===== config.mk =====
export PLATFORM = sky130hd
export DESIGN_NAME = three_rotor_cipher
export DESIGN_NICKNAME = d
export VERILOG_FILES = /design/src/hw/rtl/trc_pkg.sv /design/src/hw/rtl/three_rotor_cipher.sv /design/src/hw/rtl/trc_rotor.sv /design/src/hw/rtl/trc_stepper.sv
export SDC_FILE = /design/constraint.sdc
export NUM_CORES = 1
export LEC_CHECK = 0
export BUFFER_PORTS_ARGS = -buffer_cell sky130_fd_sc_hd__buf_2
export CAP_MARGIN = 10
export CORE_AREA = 2 2 268 403
export CTS_CLUSTER_DIAMETER = 100
export DETAILED_ROUTE_END_ITERATION = 10
export DIE_AREA = 0 0 270 405
export PLACE_DENSITY = 0.63
export SYNTH_ARGS = -nofsm -noshare
export SYNTH_HDL_FRONTEND = slang
export SYNTH_HIERARCHICAL = 1
export SYNTH_SLANG_ARGS = --single-unit

===== constraint.sdc =====
create_clock -name clk -period 6.4 [get_ports clk]
set_input_delay 0.96 -clock clk [delete_from_list [all_inputs] [get_ports clk]]
set_output_delay 0.96 -clock clk [all_outputs]
set_load 0.01 [all_outputs]

===== src/hw/rtl/trc_pkg.sv =====
`default_nettype none

package trc_pkg;

	localparam int unsigned LETTERS   = 26;
	localparam int unsigned ROTORS    = 3;
	localparam int unsigned LETTER_W  = 5;
	localparam int unsigned CHAR_W    = 8;
	localparam int unsigned SEL_W     = 2;
	localparam int unsigned COUNT_W   = 16;
	localparam logic [CHAR_W-1:0] LOWER_A = 8'd97;
	localparam int unsigned DEF_MIDDLE_STEP_PERIOD = 24;

	typedef enum logic {
		OP_LOAD   = 1'b0,
		OP_CIPHER = 1'b1
	} op_t;

	typedef logic [LETTER_W-1:0] letter_t;
	typedef letter_t [ROTORS-1:0] offsets_t;

	// one cipher item on its way through the pipeline, with the offsets it saw at entry
	typedef struct packed {
		logic              letter;
		letter_t           c;
		logic [CHAR_W-1:0] ch;
		offsets_t          off;
	} stage_t;

	typedef struct packed {
		logic step;
		logic clear;
	} step_ctl_t;

	function automatic letter_t add_mod26(input letter_t a, input letter_t b);
		logic [LETTER_W:0] s;
		s = {1'b0, a} + {1'b0, b};
		if (s >= (LETTER_W+1)'(LETTERS)) s = s - (LETTER_W+1)'(LETTERS);
		return s[LETTER_W-1:0];
	endfunction

	function automatic letter_t sub_mod26(input letter_t a, input letter_t b);
		logic [LETTER_W:0] d;
		d = {1'b0, a} + (LETTER_W+1)'(LETTERS) - {1'b0, b};
		if (d >= (LETTER_W+1)'(LETTERS)) d = d - (LETTER_W+1)'(LETTERS);
		return d[LETTER_W-1:0];
	endfunction

	function automatic letter_t reflect(input letter_t a);
		return LETTER_W'(LETTERS - 1) - a;
	endfunction

endpackage

`default_nettype wire


===== src/hw/rtl/three_rotor_cipher.sv =====
`default_nettype none

// Three-rotor letter cipher, streaming in and out.
// Input s_*: s_tuser is the opcode (load a wiring entry or encipher a byte).
//   A load writes rotor_select/wiring_position/wiring_letter into the forward
//   and inverse tables and zeroes all rotor offsets; it gives no result.
//   A load with an out-of-range field is dropped. A cipher transaction gives
//   exactly one result on m_*: the enciphered letter, or char_in unchanged.
// Throughput: one cipher transaction per cycle while m_tready keeps the
//   pipeline moving. Seven registers: the input register plus one stage per
//   rotor table lookup (three forward, three inverse).
// A load is held off while a cipher transaction sits in stages 1 to 6: it is
//   taken only after the last cipher transaction has left stage 6, which takes
//   longer while m_tready low holds results back in those stages.
// m_tready low: results collect in the empty stages; s_tready drops for cipher
//   transactions only when all seven stages hold data.
// Reset (arst_n low): pipeline empty, offsets and step count zero. Wiring
//   tables are not cleared and must be loaded before use.
module three_rotor_cipher import trc_pkg::*; #(
	parameter int unsigned MIDDLE_STEP_PERIOD = DEF_MIDDLE_STEP_PERIOD
) (
	input  wire logic        clk,
	input  wire logic        arst_n,
	input  wire logic        s_tvalid,
	output logic             s_tready,
	input  wire logic [23:0] s_tdata,  // rotor_select[1:0], wiring_position[6:2],
	                                   // wiring_letter[11:7], char_in[19:12], zero pad
	input  wire logic        s_tuser,  // opcode[0]
	output logic             m_tvalid,
	input  wire logic        m_tready,
	output logic [7:0]       m_tdata   // char_out[7:0]
);

	logic [SEL_W-1:0]  in_sel;
	letter_t           in_pos, in_let;
	logic [CHAR_W-1:0] in_ch, ch_rel;
	logic in_fire, cipher_fire, load_fire, load_ok, busy;
	logic rdy_s1, rdy_s2, rdy_s3, rdy_s4, rdy_s5, rdy_s6, rdy_s7;
	logic v_s1, v_s2, v_s3, v_s4, v_s5, v_s6, v_s7;
	stage_t d_s1, d_s2, d_s3, d_s4, d_s5, d_s6, d_s7;
	stage_t nx_s1, nx_s2, nx_s3, nx_s4, nx_s5, nx_s6, nx_s7;
	offsets_t  offsets;
	step_ctl_t step_ctl;
	letter_t   fwd_addr [ROTORS];
	letter_t   fwd_data [ROTORS];
	letter_t   inv_addr [ROTORS];
	letter_t   inv_data [ROTORS];
	logic      rotor_we [ROTORS];

	assign in_sel = s_tdata[1:0];
	assign in_pos = s_tdata[6:2];
	assign in_let = s_tdata[11:7];
	assign in_ch  = s_tdata[19:12];

	always_comb begin
		rdy_s7 = !v_s7 || m_tready;
		rdy_s6 = !v_s6 || rdy_s7;
		rdy_s5 = !v_s5 || rdy_s6;
		rdy_s4 = !v_s4 || rdy_s5;
		rdy_s3 = !v_s3 || rdy_s4;
		rdy_s2 = !v_s2 || rdy_s3;
		rdy_s1 = !v_s1 || rdy_s2;
	end

	// stages 1 to 6 still read the tables
	assign busy     = v_s1 || v_s2 || v_s3 || v_s4 || v_s5 || v_s6;
	assign s_tready = rdy_s1 && ((s_tuser == OP_CIPHER) || !busy);

	assign in_fire     = s_tvalid && s_tready;
	assign cipher_fire = in_fire && (s_tuser == OP_CIPHER);
	assign load_fire   = in_fire && (s_tuser == OP_LOAD);
	assign load_ok     = load_fire && (in_sel < SEL_W'(ROTORS))
		&& (in_pos < LETTER_W'(LETTERS)) && (in_let < LETTER_W'(LETTERS));

	assign step_ctl.step  = cipher_fire;
	assign step_ctl.clear = load_ok;

	trc_stepper #(
		.MIDDLE_STEP_PERIOD(MIDDLE_STEP_PERIOD)
	) u_stepper (
		.clk    (clk),
		.arst_n (arst_n),
		.ctl    (step_ctl),
		.offsets(offsets)
	);

	assign fwd_addr[0] = add_mod26(d_s1.c, d_s1.off[0]);
	assign fwd_addr[1] = add_mod26(d_s2.c, d_s2.off[1]);
	assign fwd_addr[2] = add_mod26(d_s3.c, d_s3.off[2]);
	assign inv_addr[2] = d_s4.c;
	assign inv_addr[1] = d_s5.c;
	assign inv_addr[0] = d_s6.c;

	for (genvar k = 0; k < ROTORS; k++) begin : g_rotor
		assign rotor_we[k] = load_ok && (in_sel == SEL_W'(k));

		trc_rotor u_rotor (
			.clk      (clk),
			.we       (rotor_we[k]),
			.wr_pos   (in_pos),
			.wr_letter(in_let),
			.fwd_addr (fwd_addr[k]),
			.fwd_data (fwd_data[k]),
			.inv_addr (inv_addr[k]),
			.inv_data (inv_data[k])
		);
	end

	always_comb begin
		ch_rel       = in_ch - LOWER_A;
		nx_s1.letter = (in_ch >= LOWER_A) && (in_ch < LOWER_A + CHAR_W'(LETTERS));
		nx_s1.c      = ch_rel[LETTER_W-1:0];
		nx_s1.ch     = in_ch;
		nx_s1.off    = offsets;

		nx_s2   = d_s1;
		nx_s2.c = fwd_data[0];
		nx_s3   = d_s2;
		nx_s3.c = fwd_data[1];
		nx_s4   = d_s3;
		nx_s4.c = reflect(fwd_data[2]);
		nx_s5   = d_s4;
		nx_s5.c = sub_mod26(inv_data[2], d_s4.off[2]);
		nx_s6   = d_s5;
		nx_s6.c = sub_mod26(inv_data[1], d_s5.off[1]);
		nx_s7   = d_s6;
		nx_s7.c = sub_mod26(inv_data[0], d_s6.off[0]);
		if (d_s6.letter) nx_s7.ch = LOWER_A + {3'b000, nx_s7.c};
	end

	always_ff @(posedge clk or negedge arst_n) begin
		if (!arst_n) begin
			v_s1 <= 1'b0;
			v_s2 <= 1'b0;
			v_s3 <= 1'b0;
			v_s4 <= 1'b0;
			v_s5 <= 1'b0;
			v_s6 <= 1'b0;
			v_s7 <= 1'b0;
		end else begin
			if (rdy_s1) v_s1 <= cipher_fire;
			if (rdy_s2) v_s2 <= v_s1;
			if (rdy_s3) v_s3 <= v_s2;
			if (rdy_s4) v_s4 <= v_s3;
			if (rdy_s5) v_s5 <= v_s4;
			if (rdy_s6) v_s6 <= v_s5;
			if (rdy_s7) v_s7 <= v_s6;
		end
	end

	always_ff @(posedge clk) begin
		if (rdy_s1 && cipher_fire) d_s1 <= nx_s1;
		if (rdy_s2 && v_s1) d_s2 <= nx_s2;
		if (rdy_s3 && v_s2) d_s3 <= nx_s3;
		if (rdy_s4 && v_s3) d_s4 <= nx_s4;
		if (rdy_s5 && v_s4) d_s5 <= nx_s5;
		if (rdy_s6 && v_s5) d_s6 <= nx_s6;
		if (rdy_s7 && v_s6) d_s7 <= nx_s7;
	end

	assign m_tvalid = v_s7;
	assign m_tdata  = d_s7.ch;

`ifndef SYNTHESIS
	a_letter_out: assert property (@(posedge clk) disable iff (!arst_n)
		v_s7 && d_s7.letter |-> (d_s7.ch >= LOWER_A)
		&& (d_s7.ch < LOWER_A + CHAR_W'(LETTERS)))
		else $error("enciphered letter outside a to z");

	a_load_clears: assert property (@(posedge clk) disable iff (!arst_n)
		load_ok |=> offsets == '0)
		else $error("offsets not cleared by load");

	a_load_no_hazard: assert property (@(posedge clk) disable iff (!arst_n)
		load_fire |=> !v_s1 && !v_s2 && !v_s3 && !v_s4 && !v_s5 && !v_s6)
		else $error("table write while cipher transactions in flight");
`endif

endmodule

`default_nettype wire


===== src/hw/rtl/trc_rotor.sv =====
`default_nettype none

// Forward and inverse wiring of one rotor, one read port each.
module trc_rotor import trc_pkg::*; (
	input  wire logic    clk,
	input  wire logic    we,
	input  wire letter_t wr_pos,
	input  wire letter_t wr_letter,
	input  wire letter_t fwd_addr,
	output letter_t      fwd_data,
	input  wire letter_t inv_addr,
	output letter_t      inv_data
);

	letter_t fwd_q [LETTERS];
	letter_t inv_q [LETTERS];

	always_ff @(posedge clk) begin
		if (we) begin
			fwd_q[wr_pos]    <= wr_letter;
			inv_q[wr_letter] <= wr_pos;
		end
	end

	assign fwd_data = fwd_q[fwd_addr];
	assign inv_data = inv_q[inv_addr];

endmodule

`default_nettype wire


===== src/hw/rtl/trc_stepper.sv =====
`default_nettype none

// Rotor offsets and the odometer count that drives them.
module trc_stepper import trc_pkg::*; #(
	parameter int unsigned MIDDLE_STEP_PERIOD = DEF_MIDDLE_STEP_PERIOD
) (
	input  wire logic      clk,
	input  wire logic      arst_n,
	input  wire step_ctl_t ctl,
	output offsets_t       offsets
);

	localparam int unsigned PERIOD_SQ = MIDDLE_STEP_PERIOD * MIDDLE_STEP_PERIOD;
	localparam int unsigned M1_W      = $clog2(MIDDLE_STEP_PERIOD);
	localparam int unsigned M2_W      = $clog2(PERIOD_SQ);

	logic [COUNT_W-1:0] count_q, count_nx;
	logic [M1_W-1:0]    m1_q, m1_nx;
	logic [M2_W-1:0]    m2_q, m2_nx;
	offsets_t           off_q;
	logic               wrap;

	// residues restart with the count when it wraps to zero
	always_comb begin
		count_nx = count_q + COUNT_W'(1);
		wrap     = (count_nx == '0);
		if (wrap || m1_q == M1_W'(MIDDLE_STEP_PERIOD - 1)) m1_nx = '0;
		else m1_nx = m1_q + M1_W'(1);
		if (wrap || m2_q == M2_W'(PERIOD_SQ - 1)) m2_nx = '0;
		else m2_nx = m2_q + M2_W'(1);
	end

	always_ff @(posedge clk or negedge arst_n) begin
		if (!arst_n) begin
			count_q <= '0;
			m1_q    <= '0;
			m2_q    <= '0;
			off_q   <= '0;
		end else if (ctl.clear) begin
			off_q <= '0;
		end else if (ctl.step) begin
			count_q  <= count_nx;
			m1_q     <= m1_nx;
			m2_q     <= m2_nx;
			off_q[0] <= add_mod26(off_q[0], LETTER_W'(1));
			if (m1_nx == '0) off_q[1] <= add_mod26(off_q[1], LETTER_W'(1));
			if (m2_nx == '0) off_q[2] <= add_mod26(off_q[2], LETTER_W'(1));
		end
	end

	assign offsets = off_q;

`ifndef SYNTHESIS
	a_off_range: assert property (@(posedge clk) disable iff (!arst_n)
		off_q[0] < LETTER_W'(LETTERS) && off_q[1] < LETTER_W'(LETTERS)
		&& off_q[2] < LETTER_W'(LETTERS))
		else $error("rotor offset out of range");

	a_m1_follows: assert property (@(posedge clk) disable iff (!arst_n)
		ctl.step && !ctl.clear && m1_nx == '0 |=> off_q[1] != $past(off_q[1]))
		else $error("middle rotor did not advance");
`endif

endmodule

`default_nettype wire


Word level (Yosys, flattened, before mapping)
Memory sizes are Yosys's and may differ from the RTL's. A register that Yosys moved wholly into a read port is not among the register bits. Cells that the tools add are included.

Flip-flop bits (word level): 210. Bits in latches: 0. RAM bits: 780. ROM bits: 0. Input port bits: 29. Output and inout port bits: 10. Logic and storage cells: 174. Memories kept: 6.

$add $sub $neg: 27. $mul: 0. Div/mod/pow operators: 0. Order comparisons: 14. Equality and inequality tests: 4. Shift-type cells: 0. Mux-type cells: 25. Bitwise logic cells: 2. Reduce and logical (&&, ||, !) cells: 51.

Memory list: g_rotor[0].u_rotor.fwd_q (words 26, bits a word 5, read ports 1, clocked after Yosys merged registers in 1, wr ports 1, RTL line trc_rotor.sv:15) `letter_t fwd_q [LETTERS];`; g_rotor[0].u_rotor.inv_q (words 26, bits a word 5, read ports 1, clocked after Yosys merged registers in 1, wr ports 1, RTL line trc_rotor.sv:16) `letter_t inv_q [LETTERS];`; g_rotor[1].u_rotor.fwd_q (words 26, bits a word 5, read ports 1, clocked after Yosys merged registers in 1, wr ports 1, RTL line trc_rotor.sv:15); g_rotor[1].u_rotor.inv_q (words 26, bits a word 5, read ports 1, clocked after Yosys merged registers in 1, wr ports 1, RTL line trc_rotor.sv:16); g_rotor[2].u_rotor.fwd_q (words 26, bits a word 5, read ports 1, clocked after Yosys merged registers in 0, wr ports 1, RTL line trc_rotor.sv:15); g_rotor[2].u_rotor.inv_q (words 26, bits a word 5, read ports 1, clocked after Yosys merged registers in 1, wr ports 1, RTL line trc_rotor.sv:16).

Operators with widths (count): $mux 5 (15); $ge 6x5->1 const B (9); $sub 5x5->5 const B (9); $mux 15 (2); $add 5x1->6 const B (3); $add 5x5->6 (3); $add 5x5->6 const B (3); $logic_and 1x1->1 (18); $sub 6x5->6 (3); $add 16x1->16 const B (1); $logic_not 16->1 (1); $logic_or 1x1->1 (15); $add 10x1->10 const B (1); $eq 10x10->1 const B (1); $logic_not 10->1 (1); $lt 5x5->1 const B (2); $mux 10 (1); $add 7x5->8 const A (1); $ge 8x7->1 const B (1); $logic_not 1->1 (8); $lt 8x7->1 const B (1); $mux 8 (1); $mux 1 (6); $reduce_and 2->1 (3); other kinds (11) (14).

Depth between registers and ports, before layout
Depth in word-level cells: 17. Mapped depth: 24. Depth with buffers taken out: 21.

Hierarchy
Netlist, hierarchy kept.

Modules (own cells, without submodules): trc_rotor (times used 3, cells an instance 571, area each 10433.8 sq um); three_rotor_cipher (times used 1, cells an instance 515, area each 7672.4 sq um); trc_stepper (times used 1, cells an instance 361, area each 3113.0 sq um).

Worst setup path before layout
No wires, ideal clock.

Kind: flip-flop to flip-flop. Start point: register d_s6[24] (netlist name). End point: register d_s7 (netlist bit m_tdata[4]) (data pin). Setup time: 269 ps. Arrival time: 4351 ps. Required time: 6131 ps. Slack: 1779 ps. Cell stages (with the launch flop): 24. Path buffers: 3. Clock period less this slack: 4621 ps. Cell sequence: edfxtp_1 -> buf_6 -> buf_12 -> buf_6 -> mux4_2 -> a22o_1 -> or3_1 -> inv_1 -> ha_1 -> inv_1 -> ha_1 -> inv_1 -> fa_1 -> nand2b_2 -> a21oi_4 -> xor2_2 -> nor2_1 -> xnor2_1 -> ha_1 -> inv_1 -> nor3b_2 -> xnor2_1 -> o211ai_1 -> o22ai_1.

RTL lines: end signal, assigned (RTL line three_rotor_cipher.sv:158) `if (rdy_s7 && v_s6) d_s7 <= nx_s7;`; end, declared (RTL line three_rotor_cipher.sv:40) `stage_t d_s1, d_s2, d_s3, d_s4, d_s5, d_s6, d_s7;`.

==> impl_metrics.toml <==
[sta]
fin_crit_ns = 5.68
tns_ns = 0
rsz0062_at_grt = "false"
final.setup.worst_slack_ns = 0.723
slew_headroom = 0.164
setup_viol = 0
skew_ns = 0.0292
fmax_mhz = 176
tightest_slew_ns = 1.24
fin_crit_sh = 0.887
fin_worst_hold_slack_ns = 0.413
finalHoldViolCount = 0
slew_violations = 0

[final_layout]
postLayoutCellArea_sq_um = 46500
nNetsFinal = 2755
final_common_cell = "edfxtp_1"
layout_common_cells = "edfxtp_1, nor2_1, mux2i_1"
syn2layout_area_growth_pct = 10.6
drive_gt1_frac = 0.136
diodes = 0

[clock_network]
clk_pin_slew_ns = 0.07
cts_tree = "built"
clock-sinks = 1000
ctsResizeCount = 0
h-tree-depth = 3
cts_buffers = 85
holdBufCountCts = 0
root_buffer = "clkbuf_16"
cts_max_path_buffers = 3
clock_latency_ns = 0.69
postCtsSetupBuffers = 0

[synthesis]
synthArstFlopShare = 0.0530
syn_inst = 2589
synthTopCellsByArea = "edfxtp_1, mux4_2, mux2i_1"
ys.flop_type = "edfxtp_1"
synth-edff-count = 947
ys_warn_count = 6
yosys_register_bits = 1000
syn_area_sq_um = 42100
yosys.area.top_type_share = 0.676
yosysUniqueCellTypes = 83
syn_nets = 2689
syn_area_per_cell_sq_um = 16.3
yosysSeqAreaShare = 0.707
yosys.area.top_type = "edfxtp_1"

[critical_path]
critPathLaunchType = "register"
timing.rr.start = "d_s6[24]$_DFFE_PP_"
cp.arrival_ns = 6.07
crit_path_end_kind = "register"
r2r-end = "m_tdata[4]$_DFFE_PP_"
cp.required_ns = 6.80
critical_path_class = "register to register"
r2r_slack_ns = 0.72
worstRegToRegCells = 21
path_max_fanout = 32

[die]
die_w_microns = 270
rows = 147
pin_count = 39
die_area_sq_um = 109000
start_util = 0.397
fp.dieH_microns = 405
core_area_sq_um = 106000

[drt]
wire_per_inst_microns = 20.9
num_vias = 22200
post-route-drc-count = 0
drtIter0Drc = 1652
viasPerCell = 5.37
first_pass_iters = 5
ant_nets = 0
routed_wl_microns = 86400

[placed_design]
hpwl_microns = 56600
finalWeightedCongestion = 0.831
placed_area_sq_um = 43800
dp_slack_ns = 0.824
port_buffers = 34

[grt]
track_usage = 0.159
grt_pass1_wl_microns = 134000
antenna_found_initial = 1
overflow = 0
grt_pass1_vias = 23200
grt_max_degree = 67

[pwr]
vdd_drop_max_mv = 0.403
power.density_nw_per_um2 = 459
p_leak_nw = 15.5

[job]
maxCapViolations = 0

[outcome]
status = "completed"

[min_path]
min_to = "d_s6[15]$_DFFE_PP_"
hold_class = "register to register"
hold_path_depth = 0
min_from = "d_s5[15]$_DFFE_PP_"
-- critical path, stage by stage (launching register included) --
cell and delay [ns]:
edfxtp_1 0.71, buf_12 0.32, mux4_2 0.33, a22o_1 0.28, or3_1 0.40, inv_1 0.08, ha_1 0.22, inv_1 0.06
ha_1 0.17, inv_1 0.06, fa_1 0.42, xnor2_2 0.40, nand3_1 0.13, mux2i_1 0.27, nor2_1 0.12, xnor2_1 0.30
ha_1 0.32, inv_1 0.10, nor3b_2 0.28, xnor2_1 0.13, o211ai_1 0.19, o22ai_1 0.09
-- report_power, final --
part | switching, W | internal (W)
Combinational | 0.00472 | 0.00362
Clock | 0.00224 | 0.00277
Sequential | 0.000380 | 0.00762
Total | 0.00734 | 0.0140
-- worst max-delay path by stage --
stage / from / end / slack, ns / cells after the start
after floorplan: d_s6[24]$_DFFE_PP_ / m_tdata[4]$_DFFE_PP_ / 1.78 / 23
after global placement: d_s6[24]$_DFFE_PP_ / m_tdata[4]$_DFFE_PP_ / 0.92 / 21
after detailed placement: d_s6[24]$_DFFE_PP_ / m_tdata[4]$_DFFE_PP_ / 0.82 / 21
after CTS: d_s6[24]$_DFFE_PP_ / m_tdata[4]$_DFFE_PP_ / 0.80 / 21
after global routing: d_s6[24]$_DFFE_PP_ / m_tdata[4]$_DFFE_PP_ / 0.21 / 22
final: d_s6[24]$_DFFE_PP_ / m_tdata[4]$_DFFE_PP_ / 0.72 / 21
-- cells in the mapped netlist, types with 19 or more instances --
| cell | n |
|---|---|
| inv_1 | 82 |
| mux4_2 | 96 |
| nand3b_1 | 37 |
| nand2_1 | 125 |
| dfrtp_1 | 53 |
| a22oi_1 | 32 |
| edfxtp_1 | 947 |
| o22ai_1 | 20 |
| nor2_1 | 207 |
| or3b_2 | 19 |
| o21ai_0 | 49 |
| mux2i_1 | 160 |
| nand3_1 | 69 |
| nor2b_1 | 42 |
| xor2_1 | 19 |
| a21oi_1 | 53 |
| a211oi_1 | 19 |
| or3_1 | 26 |
| xnor2_1 | 39 |
| nand2b_1 | 21 |
| nor3_1 | 43 |
| mux2_2 | 19 |
| ha_1 | 65 |
| clkbuf_1 | 44 |
-- through the flow --
stage	util	power (W)	cells
finish	0.439	0.0214	4134
global route	0.439	0.0226	4134
CTS	0.438	0.0215	4133
detailed placement	0.413	0.0164	3982
global placement	0.413	0.0162	3982
floorplan	-	0.0145	2589
-- cell type report --
class                      count  area, sq um
multi-input combinational   1408        11500
clock inverter                47          379
inverter                      82          308
sequential                  1000        29800
clock buffer                 104         2310
timing repair buffer          78          528
tap                         1415         1770
fill                        9139        59600
-- layer usage --
| metal | wire length, microns | vias up | share of wire | track usage |
|---|---|---|---|---|
| li1 | - | 10200 | - | - |
| met2 | 47900 | 549 | 0.55 | 0.306 |
| met1 | 32100 | 11300 | 0.37 | 0.174 |
| met5 | 0 | - | 0 | 0 |
| met3 | 3660 | 128 | 0.042 | 0.0210 |
| met4 | 2760 | 0 | 0.032 | 0.0635 |
-- logic make-up (layout without fill, tap and decap cells) --
kind of cell / count (synthesis) / in the layout / synth area share
muxes: 284 / 284 / 0.100
xor gates and xnor gates: 61 / 61 / 0.0132
DFF: 1000 / 1000 / 0.707
and+or+nand+nor: 680 / 680 / 0.0827
buffers and inverters: 181 / 311 / 0.0219
AOI/OAI and AO/OA: 312 / 312 / 0.0527
adders and majority gates: 71 / 71 / 0.0222
-- registers in the layout (all words and copies together) (netlist names), 15 cells and up --
name and count:
d_s4 29, u_stepper/offsets 15, u_stepper/count_q 16, g_rotor.u_rotor/fwd_q 390, g_rotor.u_rotor/inv_q 390, d_s5 24
d_s6 19, d_s1 29, d_s2 29, d_s3 29
Power figures use the tool's default switching activity.
